--- src/sv/prr_pkg.sv ---
// prr_pkg: types and constants shared by the polyphase resampler modules
// no dependencies
`timescale 1ns / 1ps
`default_nettype none

package prr_pkg;

  // store sizes, tied to the register and index widths below
  localparam int MAX_PHASES  = 16;
  localparam int MAX_TAPS    = 64;

  // fixed field widths
  localparam int UP_W        = 5;
  localparam int DOWN_W      = 5;
  localparam int TAPS_W      = 7;
  localparam int PHASE_W     = 6;   // running phase, holds up to up_factor + down_factor
  localparam int PACC_W      = 5;   // phase accumulator between pushes
  localparam int OUT_PHASE_W = 4;
  localparam int COEF_W      = 16;
  localparam int COEF_IDX_W  = 10;
  localparam int FRAC_BITS   = 15;
  localparam int MAX_STEP    = 16;

  // configuration port
  localparam int APB_DATA_W = 32;
  localparam int APB_ADDR_W = 4;

  localparam logic [1:0] REG_UP   = 2'd0;
  localparam logic [1:0] REG_DOWN = 2'd1;
  localparam logic [1:0] REG_TAPS = 2'd2;

  localparam logic CMD_PUSH = 1'b0;
  localparam logic CMD_COEF = 1'b1;

  typedef enum logic [2:0] {
    S_IDLE,
    S_START,
    S_MAC,
    S_DRAIN,
    S_EMIT
  } state_t;

  typedef struct packed {
    logic [UP_W-1:0]   up;
    logic [DOWN_W-1:0] down;
    logic [TAPS_W-1:0] taps;
  } cfg_t;

  typedef struct packed {
    logic coef_wr;    // store one coefficient
    logic push;       // write sample into history
    logic out_start;  // begin a new output sum
    logic tap_issue;  // read one tap and advance addresses
    logic out_load;   // round the sum into the output register
    logic last;       // final output of this push
  } cmd_t;

  typedef struct packed {
    logic pipe_busy;
    logic out_free;
  } stat_t;

endpackage

`default_nettype wire

--- src/sv/prr_regs.sv ---
// prr_regs: apb register file holding up_factor, down_factor, taps_per_phase
// depends on prr_pkg
`timescale 1ns / 1ps
`default_nettype none

module prr_regs (
  input  wire logic                             clk,
  input  wire logic                             rst,
  input  wire logic                             psel,
  input  wire logic                             penable,
  input  wire logic                             pwrite,
  input  wire logic [prr_pkg::APB_ADDR_W-1:0]   paddr,
  input  wire logic [prr_pkg::APB_DATA_W-1:0]   pwdata,
  output      logic [prr_pkg::APB_DATA_W-1:0]   prdata,
  output      logic                             pready,
  output      prr_pkg::cfg_t                    cfg
);

  logic wr_en;

  assign pready = 1'b1;
  assign wr_en  = psel && penable && pwrite;

  always_ff @(posedge clk) begin
    if (rst) begin
      cfg.up   <= prr_pkg::UP_W'(1);
      cfg.down <= prr_pkg::DOWN_W'(1);
      cfg.taps <= prr_pkg::TAPS_W'(16);
    end else if (wr_en) begin
      case (paddr[3:2])
        prr_pkg::REG_UP:   cfg.up   <= pwdata[prr_pkg::UP_W-1:0];
        prr_pkg::REG_DOWN: cfg.down <= pwdata[prr_pkg::DOWN_W-1:0];
        prr_pkg::REG_TAPS: cfg.taps <= pwdata[prr_pkg::TAPS_W-1:0];
        default: ;
      endcase
    end
  end

  always_comb begin
    case (paddr[3:2])
      prr_pkg::REG_UP:   prdata = prr_pkg::APB_DATA_W'(cfg.up);
      prr_pkg::REG_DOWN: prdata = prr_pkg::APB_DATA_W'(cfg.down);
      prr_pkg::REG_TAPS: prdata = prr_pkg::APB_DATA_W'(cfg.taps);
      default:           prdata = '0;
    endcase
  end

endmodule

`default_nettype wire

--- config.mk ---
export PLATFORM = sky130hd
export DESIGN_NAME = prr_regs
export DESIGN_NICKNAME = d
export VERILOG_FILES = /design/src/sv/prr_pkg.sv /design/src/sv/prr_regs.sv
export SDC_FILE = /design/constraint.sdc
export NUM_CORES = 1
export LEC_CHECK = 0
export BUFFER_PORTS_ARGS = -buffer_cell sky130_fd_sc_hd__buf_2
export CORE_MARGIN = 1.5
export CORE_UTILIZATION = 41
export CTS_CLUSTER_DIAMETER = 60
export DETAILED_ROUTE_END_ITERATION = 10
export PLACE_DENSITY_LB_ADDON = 0.12
export SETUP_SLACK_MARGIN = 0.02
export SLEW_MARGIN = 25
export SYNTH_ARGS = -nofsm -noshare
export SYNTH_HDL_FRONTEND = slang
export SYNTH_SLANG_ARGS = --single-unit
--- constraint.sdc ---
create_clock -name clk -period 2.5 [get_ports clk]
set_input_delay 0.125 -clock clk [delete_from_list [all_inputs] [get_ports clk]]
set_output_delay 0.125 -clock clk [all_outputs]
set_load 0.02 [all_outputs]
==> summary.md <==
| Metric | Value |
|---|---|
| Status | finished clean |
| Die Area | 2928 sq um |
| WHS | 0.08336 ns |
| Cell Rows | 18 |
| Clock-pin slew on the worst setup and hold paths | 0.11 ns |
| Met2 wire len | 1.018 mm |
| Post-Layout Inst Area | 1200 sq um |
| Max FFs per register | 17 |
| Synth Register Bits | 17 |
| Global route overflow | 0 |
| Most frequent cells in the layout | buf_2, conb_1, mux2i_1 |
| Post-synthesis simple-gate area fraction | 0.2325 |
| Ant diodes | 0 |
| RSZ-0062 raised after global routing | no |
| Drt wl/cell | 11.45 um |
| 1st-iter DRT viols | 7 |
| DRT Pass-1 Iters | 4 |
| Ratio of final minimum period to clock period | 0.4839 |
| Reg2Reg Launch Point | cfg[15]$_SDFFE_PP0P_ |
| Nets | 194 |
| Hold Path Stages | 3 |
| Number of cells on the worst reg-to-reg path | 2 |
| Asr flop ratio synth | 0 |
| YS warnings | 0 |
| Routed wire length on met3 | 126 um |
| Switching share of power | 0.3211 |
| IO Port Bufs | 37 |
| CP endpoint kind | output port |
| CP Data Required Time | 2.38 ns |
| Synth Area per Inst | 9.154 sq um |
| Mux share of post-synthesis cell area | 0.2056 |
| Worst flop-to-flop path endpoint | cfg[15]$_SDFFE_PP0P_ |
| VDD IR max | 310.4 uV |
| Via count | 821 |
| Vias in the first global route | 711 |
| Adder-cell share of the synthesized area | 0 |
| Placed Instance Area | 1170 sq um |
| First-pass GRT wire length | 3.132 mm |
| Largest net degree at the start of global routing | 27 |
| Worst EP arrival | 1.08 ns |
| Post-DP HPWL | 1.559 mm |
| Post-synthesis xor/xnor area fraction | 0 |
| CTS Buf Count | 3 |
| Initial Utilization | 0.4323 |
| CTS tree | done |
| LEAKAGE | 0.0006243 uW |
| Hold-fix buffers, CTS | 0 |
| Fmax achieved | 826.6 MHz |
| Htree depth | 1 |
| Synth-to-Final Area Change | 12.03% |
| Critical path type | register to output port |
| Largest family of logic cells by synthesized area | simple AND/OR/NAND/NOR gates |
| I/O pins | 91 |
| Post-synthesis cell count | 117 |
| Final WL | 2.084 mm |
| Clock Skew | 0 ns |
| Max Root-Sink Buffers | 2 |
| Post-CTS Setup Bufs | 0 |
| Endpoints failing setup | 0 |
| Comb pwr share | 0.186 |
| CTS Sinks | 17 |
| Share of total power in the clock network | 0.296 |
| Via/cell ratio | 4.511 |
| Sequential element share of the synthesized area | 0.3178 |
| Crit-path max FO | 3 |
| Drt drc | 0 |
| Post-synth EDFFs | 0 |
| Max_cap viols | 0 |
| Final Core Density | 0.4843 |
| RePlAce Congestion | 0.6575 |
| Sequential Power Share | 0.518 |
| Die W | 54.11 um |
| Max layer used | met4 |
| Power Dens Cells | 445.1 nW/um^2 |
| Hold Path Sink | cfg[6]$_SDFFE_PP0P_ |
| Met1 wire length | 906 um |
| Top_reg_cell synth | dfxtp_1 |
| Post-route ant nets | 0 |
| Sum of negative setup slack | 0 ns |
| Synthesized cell area | 1071 sq um |
| R2R setup slack | 1.68 ns |
| Synth cell types | 20 |
| Clock insertion delay at the later pin of the skew report | 0.30 ns |
| Height of the die | 54.11 um |
| Top Registers | cfg: 17 flops |
| Biggest register | cfg |
| Initial antenna violation count | 0 |
| CP Launch Type | register |
| Final hold violation count | 0 |
| Gr usage total | 0.1543 |
| Hold crit path type | input port to register |
| Hold path start | pwdata[6] |
| Share of cells above drive strength 1 | 0.3026 |
| Synth Area in Compound Gates | 0.02336 |
| Psw | 171.5 uW |
| Slew Limit Fails | 0 |
| Core footprint | 2477 sq um |
| Most common cell after layout, fill and taps aside | buf_2 |
| Post-cts repair resize count | 0 |
| Shortest period the worst path allows | 1.210 ns |
| CTS root buf | clkbuf_4 |
| Int Pwr | 362.6 uW |
-- synthesized netlist by cell type, types with 2 or more instances --
cell type | n | area share
buf_4 | 26 | 0.18
mux2i_1 | 22 | 0.21
nand2b_1 | 18 | 0.11
dfxtp_1 | 17 | 0.32
nand2_1 | 5 | 0.018
nor2_1 | 5 | 0.018
o21ai_0 | 5 | 0.023
or2b_1 | 3 | 0.021
and3b_1 | 2 | 0.016
buf_2 | 2 | 0.0093
clkbuf_1 | 2 | 0.0070
conb_1 | 2 | 0.0070
-- per-layer routing --
metal  global-route usage  vias to the layer above
li1                     -                      401
met1               0.1826                      377
met2               0.2622                       39
met3              0.03333                        4
met4              0.07500                        0
met5                    0                        -
-- stage by stage --
stage	std cells	total power, uW	setup WS [ns]
2_1_floorplan	141	388.3	1.348
3_3_place_gp	178	381.4	1.229
3_5_place_dp	178	382.2	1.218
4_1_cts	182	541.0	1.264
5_1_grt	182	564.9	1.181
6_report	182	534.1	1.290
-- power groups by stage --
| stage | sequential (uW) | combinational [uW] | clock, uW |
|---|---|---|---|
| detailed placement | 283 | 99.2 | 0 |
| global placement | 283 | 98.6 | 0 |
| finish | 277 | 99.1 | 158 |
| global route | 277 | 110 | 178 |
| CTS | 277 | 99.1 | 165 |
| floorplan | 287 | 101 | 0 |
-- cell families after synthesis --
logic type             count (synthesis)
AND/OR/NAND/NOR                       39
other                                  2
buffers and inverters                 32
multiplexers                          22
flip-flops                            17
AO/OA/AOI/OAI                          5
-- worst max-delay path, stage by stage, from the launching register on --
cell	delay, ns
dfxtp_1	0.39
mux2i_1	0.08
o21ai_0	0.14
buf_2	0.18
-- final cells by class --
class,instances,area [sq um]
flip-flops and latches,17,340.3
clock buffers,3,22.52
well taps,30,37.54
clock inverters,1,7.507
repair buffers,39,200.2
multi-input cells,92,591.8
fillers,256,1277
-- how the worst max path moves through the flow --
stage / from / to / depth (start not counted)
after floorplan: cfg[0]$_SDFFE_PP0P_ / prdata[0] / 2
after global placement: paddr[3] / cfg[1]$_SDFFE_PP0P_ / 4
after detailed placement: paddr[3] / cfg[5]$_SDFFE_PP0P_ / 4
after CTS: cfg[15]$_SDFFE_PP0P_ / prdata[3] / 3
after global routing: cfg[2]$_SDFFE_PP0P_ / prdata[2] / 3
final: cfg[15]$_SDFFE_PP0P_ / prdata[3] / 3
(Power assumes the default switching activity.)
