--- config.mk ---
export PLATFORM = sky130hd
export DESIGN_NAME = prr_ctrl
export DESIGN_NICKNAME = d
export VERILOG_FILES = /design/src/sv/prr_pkg.sv /design/src/sv/prr_ctrl.sv
export SDC_FILE = /design/constraint.sdc
export NUM_CORES = 1
export LEC_CHECK = 0
export BUFFER_PORTS_ARGS = -buffer_cell sky130_fd_sc_hd__buf_4
export CORE_MARGIN = 5
export CORE_UTILIZATION = 60
export CTS_CLUSTER_SIZE = 25
export DETAILED_ROUTE_END_ITERATION = 6
export PLACE_DENSITY_LB_ADDON = 0.2
export SETUP_SLACK_MARGIN = 0.4
export SYNTH_ARGS = -nofsm -noshare
export SYNTH_HDL_FRONTEND = slang
export SYNTH_SLANG_ARGS = --single-unit
--- constraint.sdc ---
create_clock -name clk -period 5.7 [get_ports clk]
set_clock_uncertainty 0.2 [all_clocks]
set_input_delay 0.855 -clock clk [delete_from_list [all_inputs] [get_ports clk]]
set_output_delay 0.855 -clock clk [all_outputs]
set_load 0.02 [all_outputs]
--- src/sv/prr_pkg.sv ---
// prr_pkg: types and constants shared by the polyphase resampler modules
// no dependencies
`timescale 1ns / 1ps
`default_nettype none

package prr_pkg;

  // store sizes, tied to the register and index widths below
  localparam int MAX_PHASES  = 16;
  localparam int MAX_TAPS    = 64;

  // fixed field widths
  localparam int UP_W        = 5;
  localparam int DOWN_W      = 5;
  localparam int TAPS_W      = 7;
  localparam int PHASE_W     = 6;   // running phase, holds up to up_factor + down_factor
  localparam int PACC_W      = 5;   // phase accumulator between pushes
  localparam int OUT_PHASE_W = 4;
  localparam int COEF_W      = 16;
  localparam int COEF_IDX_W  = 10;
  localparam int FRAC_BITS   = 15;
  localparam int MAX_STEP    = 16;

  // configuration port
  localparam int APB_DATA_W = 32;
  localparam int APB_ADDR_W = 4;

  localparam logic [1:0] REG_UP   = 2'd0;
  localparam logic [1:0] REG_DOWN = 2'd1;
  localparam logic [1:0] REG_TAPS = 2'd2;

  localparam logic CMD_PUSH = 1'b0;
  localparam logic CMD_COEF = 1'b1;

  typedef enum logic [2:0] {
    S_IDLE,
    S_START,
    S_MAC,
    S_DRAIN,
    S_EMIT
  } state_t;

  typedef struct packed {
    logic [UP_W-1:0]   up;
    logic [DOWN_W-1:0] down;
    logic [TAPS_W-1:0] taps;
  } cfg_t;

  typedef struct packed {
    logic coef_wr;    // store one coefficient
    logic push;       // write sample into history
    logic out_start;  // begin a new output sum
    logic tap_issue;  // read one tap and advance addresses
    logic out_load;   // round the sum into the output register
    logic last;       // final output of this push
  } cmd_t;

  typedef struct packed {
    logic pipe_busy;
    logic out_free;
  } stat_t;

endpackage

`default_nettype wire

--- src/sv/prr_ctrl.sv ---
// prr_ctrl: sequencer for the resampler, walks phases and taps of each push
// depends on prr_pkg; drives prr_datapath through cmd_t and reads stat_t
`timescale 1ns / 1ps
`default_nettype none

module prr_ctrl (
  input  wire logic                          clk,
  input  wire logic                          rst,
  input  wire logic                          in_valid,
  input  wire logic                          in_command,
  output      logic                          in_ready,
  input  wire prr_pkg::cfg_t                 cfg,
  input  wire prr_pkg::stat_t                status,
  output      prr_pkg::cmd_t                 cmd,
  output      logic [prr_pkg::PHASE_W-1:0]   phase,
  output      logic [prr_pkg::UP_W-1:0]      step
);

  prr_pkg::state_t state, state_next;

  logic [prr_pkg::PHASE_W-1:0] r, r_next;
  logic [prr_pkg::PACC_W-1:0]  pacc, pacc_next;
  logic [prr_pkg::TAPS_W-1:0]  j, j_next;

  logic [prr_pkg::UP_W-1:0]    up_c;
  logic [prr_pkg::DOWN_W-1:0]  down_c;
  logic [prr_pkg::TAPS_W-1:0]  taps_c;
  logic [prr_pkg::PHASE_W-1:0] r_step;
  logic [prr_pkg::PHASE_W-1:0] up_ext;
  logic                        accept;

  // registers saturated to their legal ranges
  always_comb begin
    if (cfg.up == '0)
      up_c = prr_pkg::UP_W'(1);
    else if (32'(cfg.up) > prr_pkg::MAX_PHASES)
      up_c = prr_pkg::UP_W'(prr_pkg::MAX_PHASES);
    else
      up_c = cfg.up;

    if (cfg.down == '0)
      down_c = prr_pkg::DOWN_W'(1);
    else if (32'(cfg.down) > prr_pkg::MAX_STEP)
      down_c = prr_pkg::DOWN_W'(prr_pkg::MAX_STEP);
    else
      down_c = cfg.down;

    if (cfg.taps == '0)
      taps_c = prr_pkg::TAPS_W'(1);
    else if (32'(cfg.taps) > prr_pkg::MAX_TAPS)
      taps_c = prr_pkg::TAPS_W'(prr_pkg::MAX_TAPS);
    else
      taps_c = cfg.taps;
  end

  assign up_ext = prr_pkg::PHASE_W'(up_c);
  assign r_step = r + prr_pkg::PHASE_W'(down_c);
  assign phase  = r;
  assign step   = up_c;
  assign accept = in_valid && in_ready;

  always_ff @(posedge clk) begin
    if (rst) begin
      state <= prr_pkg::S_IDLE;
      r     <= '0;
      pacc  <= '0;
      j     <= '0;
    end else begin
      state <= state_next;
      r     <= r_next;
      pacc  <= pacc_next;
      j     <= j_next;
    end
  end

  always_comb begin
    state_next = state;
    r_next     = r;
    pacc_next  = pacc;
    j_next     = j;
    cmd        = '0;
    in_ready   = 1'b0;

    case (state)
      prr_pkg::S_IDLE: begin
        in_ready = 1'b1;
        if (accept) begin
          if (in_command == prr_pkg::CMD_COEF) begin
            cmd.coef_wr = 1'b1;
          end else begin
            cmd.push   = 1'b1;
            r_next     = prr_pkg::PHASE_W'(pacc);
            state_next = prr_pkg::S_START;
          end
        end
      end

      prr_pkg::S_START: begin
        if (r < up_ext) begin
          cmd.out_start = 1'b1;
          j_next        = '0;
          state_next    = prr_pkg::S_MAC;
        end else begin
          // phase already past the branch count: no output for this push
          pacc_next  = prr_pkg::PACC_W'(r - up_ext);
          state_next = prr_pkg::S_IDLE;
        end
      end

      prr_pkg::S_MAC: begin
        cmd.tap_issue = 1'b1;
        j_next        = j + 1'b1;
        if (j == taps_c - 1'b1)
          state_next = prr_pkg::S_DRAIN;
      end

      prr_pkg::S_DRAIN: begin
        if (!status.pipe_busy)
          state_next = prr_pkg::S_EMIT;
      end

      prr_pkg::S_EMIT: begin
        if (status.out_free) begin
          cmd.out_load = 1'b1;
          cmd.last     = (r_step >= up_ext);
          r_next       = r_step;
          if (r_step >= up_ext) begin
            pacc_next  = prr_pkg::PACC_W'(r_step - up_ext);
            state_next = prr_pkg::S_IDLE;
          end else begin
            state_next = prr_pkg::S_START;
          end
        end
      end

      default: state_next = prr_pkg::S_IDLE;
    endcase
  end

`ifndef SYNTHESIS
  a_push_starts: assert property (@(posedge clk) disable iff (rst)
    (accept && in_command == prr_pkg::CMD_PUSH) |=> state == prr_pkg::S_START)
    else $error("push did not start phase walk");

  a_load_after_drain: assert property (@(posedge clk) disable iff (rst)
    cmd.out_load |-> !status.pipe_busy)
    else $error("output loaded while mac pipeline busy");

  a_pacc_range: assert property (@(posedge clk) disable iff (rst)
    state == prr_pkg::S_IDLE |-> 32'(pacc) < prr_pkg::MAX_STEP)
    else $error("phase accumulator out of range");

  a_mac_in_range: assert property (@(posedge clk) disable iff (rst)
    state == prr_pkg::S_MAC |-> r < up_ext)
    else $error("mac running on a phase beyond up_factor");
`endif

endmodule

`default_nettype wire

==> results.json, run 1 <==
{
  "status": "finished, final reports clean",
  "max_cap_viol_count": 0,
  "grt_pass1_vias": 1863,
  "setup_tns_ns": 0,
  "relSlewSlack_pct": 43.8,
  "cts_made_buffers": 3,
  "min_period_ns": 4.33,
  "grt_max_degree": 23,
  "synth_cells": 255,
  "wl_met3_um": 256,
  "place_ws_ns": 1.43,
  "start_util_pct": 63.7,
  "post-route-util_pct": 74.8,
  "placed_area_sq_um": 2290,
  "core_area_sq_um": 3100,
  "p_total_mw": 0.364,
  "routed_via_density": 5.79,
  "yosys.area.top_type": "dfxtp_1",
  "critPathCapture": "cmd[0]",
  "ys_warn_count": 0,
  "ys.flop_type": "dfxtp_1",
  "dr.pass1.iters": 4,
  "nets": 337,
  "via_count": 1940,
  "crit_fanout": 3,
  "drive_above_1_share_pct": 18.6,
  "clkTransAtPathRegs_ns": 0.13,
  "wl_um": 4660,
  "cts_resized": 0,
  "critPathCaptureType": "output pin",
  "fmax_mhz": 231,
  "hold_violations": 0,
  "final_common_cell": "buf_4",
  "cts_tree": "yes",
  "post_drt_wl_per_cell_um": 13.9,
  "met2_length_um": 2120,
  "drc_errors": 0,
  "synthTopCellsByArea": "dfxtp_1 (21%), ha_1 (13%), nor2_1 (7.0%), nand2_1 (5.1%), a21oi_1 (3.8%)",
  "die_h_um": 67.4,
  "r2r_slack_ns": 2.47,
  "start_kind": "primary input",
  "r2r-end": "pacc[4]$_SDFFE_PP0P_",
  "gr-total-overflow": 0,
  "routed.top_layer": "met4",
  "synth-edff-count": 0,
  "ioPinCount": 41,
  "ys_ff_latch": 21,
  "cp_data_required_time_ns": 4.64,
  "cts-root-buf": "clkbuf_4",
  "yosys.area.top_type_share_pct": 21.3,
  "die-area_sq_um": 4540,
  "grt_usage_pct": 23.1,
  "grt_pass1_wl_um": 8180,
  "critPathKind": "in2out",
  "timing.final.ws_setup_ns": 1.37,
  "ant_nets": 0,
  "rows": 20,
  "slew_violations": 0,
  "layout_common_cells": "buf_4 (40), nor2_1 (37), nand2_1 (27), dfxtp_1 (21), ha_1 (20)",
  "hold_ws_ns": 0.268,
  "fp.dieW_um": 67.4,
  "setup_viol": 0,
  "async_flop_share_pct": 0,
  "critical_path.startpoint": "cfg[8]",
  "place_inst": 331,
  "hold_class": "reg2reg",
  "tightest_slew_ns": 0.842,
  "grt_setup_unrepaired": "false",
  "hold_buffers": 0,
  "fin_crit_sh_pct": 76.0,
  "cp.arrival_ns": 3.27,
  "wl_met1_um": 2210,
  "drtIter0Drc": 121,
  "clkSinkCount": 21,
  "clock_latency_ns": 0.32,
  "cts_setup_buffers": 0,
  "final_cells": 335,
  "place.gp.congestion": 0.819,
  "syn_nets": 300,
  "cellPowerDensity_nw_per_um2": 157,
  "antenna_found_initial": 0,
  "rr_worst_depth": 11,
  "hpwl_um": 3660,
  "syn-cell-area_sq_um": 1980,
  "syn2layout_area_growth_pct": 17.3,
  "cts_buffer_depth": 2,
  "synth.avg_cell_area_sq_um": 7.75,
  "htree_levels": 1,
  "fin_area_sq_um": 2320,
  "peakVddDrop_mv": 0.111,
  "leakage_nw": 1.08,
  "synth.distinct_cells": 52,
  "nFillCells": 277,
  "numPortBuffers": 40,
  "r2r-start": "phase[0]$_SDFFE_PP0P_",
  "antennaDiodeCount": 0,
  "seq_area_frac_synth_pct": 21.3
}
==> final cells by class <==
type                            count  area, sq um  share of cell area, %
Inverter                           13         48.8                   2.10
Sequential cell                    21          420                   18.1
Clock inverter                      1         5.00                  0.216
Multi-Input combinational cell    213         1470                   63.3
Clock buffer                        3         22.5                  0.971
Timing Repair Buffer               40          300                   12.9
Tap cell                           44         55.1                   2.37
==> sequential cells by signal, summed over array words and instances, names as in the netlist <==
name   flops
state      3
phase      6
j          7
pacc       5
==> routing by layer <==
metal / track usage, % / vias to the layer above
li1: - / 989
met1: 31.0 / 885
met3: 3.49 / 8
met2: 37.7 / 58
met5: 0 / -
met4: 7.85 / 0
==> report_power, final <==
part | switching (mW) | total, mW | internal [mW] | leakage [nW]
registers | 0.00599 | 0.157 | 0.151 | 0.170
clock network | 0.0510 | 0.0772 | 0.0263 | 0.0177
logic | 0.0716 | 0.129 | 0.0578 | 0.889
total | 0.129 | 0.364 | 0.235 | 1.08
==> logic make-up after synthesis <==
group                      Yosys count  synth area share [%]
and+or+nand+nor                    111                  27.1
adders and majority gates           22                  14.7
muxes                                8                  4.11
buffers and inverters               21                  4.49
xor gates and xnor gates            13                  5.76
AOI/OAI and AO/OA                   59                  22.6
DFF                                 21                  21.3
==> cells in the mapped netlist, types with 2 or more instances <==
| master | number |
|---|---|
| nor2_1 | 37 |
| nand2_1 | 27 |
| dfxtp_1 | 21 |
| ha_1 | 20 |
| a21oi_1 | 15 |
| nor3_1 | 14 |
| inv_1 | 12 |
| nor2b_1 | 8 |
| xor2_1 | 8 |
| mux2i_1 | 7 |
| nand3_1 | 7 |
| a21o_1 | 6 |
| a311oi_1 | 6 |
| o21ai_1 | 6 |
| clkbuf_1 | 5 |
| xnor2_1 | 5 |
| nor3b_1 | 4 |
| o21ai_0 | 4 |
| a211oi_1 | 2 |
| a22oi_1 | 2 |
| a31oi_1 | 2 |
| and3_1 | 2 |
| buf_2 | 2 |
| fa_1 | 2 |
| o21a_1 | 2 |
| o41ai_1 | 2 |
| or3_1 | 2 |
==> worst min path at each step <==
| stage | start | endpoint | slack (ns) | cells after the start |
|---|---|---|---|---|
| 2_1_floorplan | pacc[0]$_SDFFE_PP0P_ | pacc[0]$_SDFFE_PP0P_ | 0.24 | 2 |
| 3_3_place_gp | pacc[0]$_SDFFE_PP0P_ | pacc[0]$_SDFFE_PP0P_ | 0.25 | 2 |
| 3_5_place_dp | pacc[0]$_SDFFE_PP0P_ | pacc[0]$_SDFFE_PP0P_ | 0.25 | 2 |
| 4_1_cts | pacc[0]$_SDFFE_PP0P_ | pacc[0]$_SDFFE_PP0P_ | 0.27 | 2 |
| 5_1_grt | pacc[0]$_SDFFE_PP0P_ | pacc[0]$_SDFFE_PP0P_ | 0.31 | 2 |
| 6_report | pacc[0]$_SDFFE_PP0P_ | pacc[0]$_SDFFE_PP0P_ | 0.27 | 2 |
==> worst max-delay path: stages <==
cell and delay (ns):
buf_4 0.08, nor3_1 0.04, nor2_1 0.09, nor2_1 0.05, ha_1 0.22, fa_1 0.41, a21o_1 0.21, a21o_1 0.22
xnor2_1 0.20, ha_1 0.28, o21ai_0 0.12, nor2_1 0.10, o31a_1 0.25, buf_4 0.16
No activity file was read; power rests on OpenSTA's default activity.
==> run 2, diff against run 1 <==
CORE_UTILIZATION = 50   (was 60)
clock period = 3.9 ns   (was 5.7 ns; I/O delays follow)
==> run 2 against run 1 <==
Against the previous run: critical path depth fell by 1; global-route usage fell by 5.9 points; first-iteration DRC count fell by 34%; die area rose by 17%; sequential power rose by 46%; flip-flop and latch count did not move; total power rose by 55%; critical path type unchanged; worst hold slack got worse by 0.0082 ns; wire length fell by 1.2%; clock power rose by 80%; register-to-register slack got worse by 1.5 ns; count of clock-buffer cells in the layout rose by 1.
==> results.json, run 2 (same netlist as run 1, synthesis figures left out) <==
{
  "status": "finished, final reports clean",
  "post-route-util_pct": 64.4,
  "cts_made_buffers": 3,
  "cts_buffer_depth": 2,
  "ant_nets": 0,
  "clkTransAtPathRegs_ns": 0.08,
  "die_h_um": 72.9,
  "leakage_nw": 1.12,
  "cp_data_required_time_ns": 3.12,
  "via_count": 1880,
  "busiest_layer": "met2",
  "critPathCaptureType": "output pin",
  "grt_pass1_wl_um": 7470,
  "grt_usage_pct": 17.2,
  "drive_above_1_share_pct": 21.9,
  "crit_fanout": 2,
  "holdPathEnd": "pacc[0]$_SDFFE_PP0P_",
  "r2r-start": "phase[0]$_SDFFE_PP0P_",
  "hpwl_um": 3580,
  "htree_levels": 1,
  "grt_util_met1_pct": 24.8,
  "p_total_mw": 0.564,
  "syn2layout_area_growth_pct": 22.0,
  "power.share.combinational_pct": 34.6,
  "multi_input_area_sq_um": 1490,
  "cts-root-buf": "clkbuf_8",
  "fin_crit_sh_pct": 89.9,
  "drc_errors": 0,
  "nFillCells": 350,
  "p_sw_share_pct": 32.0,
  "peakVddDrop_mv": 0.210,
  "use_met3_pct": 3.58,
  "final_common_cell": "buf_4",
  "fp.dieW_um": 72.9,
  "start_util_pct": 52.8,
  "regMostFlops": "j",
  "grt_pass1_vias": 1656,
  "cellPowerDensity_nw_per_um2": 234,
  "ioPinCount": 41,
  "layout_common_cells": "buf_4 (46), nor2_1 (37), nand2_1 (27), dfxtp_1 (21), ha_1 (19)",
  "antenna_found_initial": 0,
  "holdPathStages": 2,
  "fin_area_sq_um": 2410,
  "place.gp.congestion": 0.809,
  "dr.pass1.iters": 4,
  "timing.final.ws_setup_ns": 0.393,
  "routed_via_density": 5.45,
  "drtIter0Drc": 80,
  "antennaDiodeCount": 0,
  "ff_latch_area_sq_um": 420,
  "place_inst": 336,
  "start_kind": "primary input",
  "relSlewSlack_pct": 50.1,
  "final_cells": 345,
  "max_cap_viol_count": 0,
  "r2r_slack_ns": 0.99,
  "tightest_slew_ns": 0.746,
  "hold_violations": 0,
  "clkSinkCount": 21,
  "numPortBuffers": 40,
  "cp.arrival_ns": 2.72,
  "critical_path.startpoint": "cfg[7]",
  "largest_register_ffs": 7,
  "min_period_ns": 3.51,
  "hold_class": "reg2reg",
  "internal_power_mw": 0.383,
  "gr-total-overflow": 0,
  "grt_max_degree": 23,
  "clock_latency_ns": 0.26,
  "post_drt_wl_per_cell_um": 13.4,
  "rr_worst_depth": 11,
  "hold_ws_ns": 0.260,
  "fmax_mhz": 285,
  "gr-usage-met2_pct": 27.0,
  "seqPwrFrac_pct": 40.7,
  "die-area_sq_um": 5310,
  "power_switching_mw": 0.180,
  "critPathKind": "in2out",
  "nets": 343,
  "cts_tree": "yes",
  "core_area_sq_um": 3740,
  "rows": 22,
  "r2r-end": "pacc[4]$_SDFFE_PP0P_",
  "setup_tns_ns": 0,
  "grt_setup_unrepaired": "true",
  "setup_viol": 0,
  "hp-start": "pacc[0]$_SDFFE_PP0P_",
  "placed_area_sq_um": 2300,
  "clockPowerShare_pct": 24.6,
  "wl_um": 4610,
  "slew_violations": 0,
  "place_ws_ns": 0.193
}
run 2: final cells by class:
type                       count  area share (%)
multi-input combinational    213            61.9
sequential                    21            17.4
timing repair buffer          46            14.3
tap                           48            2.49
inverter                      13            2.02
clock buffer                   4            1.87
run 2: how the worst max path moves through the flow:
stage,endpoint,slack (ns),depth (start not counted)
global placement,cmd[0],0.26,14
CTS,cmd[0],0.37,14
global route,cmd[0],0.32,14
finish,cmd[0],0.39,13
floorplan,cmd[0],0.50,12
detailed placement,cmd[0],0.19,14
run 2: timing repair:
action / in CTS / in global routing
pin swaps: 2 / 4
gates cloned: 0 / 0
setup buffers: 2 / 3
setup endpoints to repair: 1 / 1
resized for setup: 4 / 4
hold buffers: 0 / 0
run 2: power by group through the flow:
stage	sequential (mW)	clock (mW)	combinational [mW]
2_1_floorplan	0.234	0	0.125
3_3_place_gp	0.234	0	0.183
3_5_place_dp	0.234	0	0.184
4_1_cts	0.229	0.146	0.189
5_1_grt	0.231	0.156	0.218
6_report	0.229	0.139	0.195
run 2: per-layer routing:
| layer | vias to the layer above | share of wire, % |
|---|---|---|
| met5 | - | 0 |
| met4 | 0 | 0.87 |
| met3 | 4 | 5.4 |
| met2 | 36 | 45 |
| met1 | 841 | 48 |
| li1 | 999 | - |
run 2: critical path: stages:
cell and delay (ns):
buf_4 0.11, nor2_1 0.09, nor2_1 0.05, ha_2 0.18, fa_2 0.35, a21o_1 0.18
a21o_1 0.19, xnor2_2 0.15, ha_1 0.31, o21ai_2 0.07, nor2_1 0.06, o31a_1 0.24
buf_4 0.16
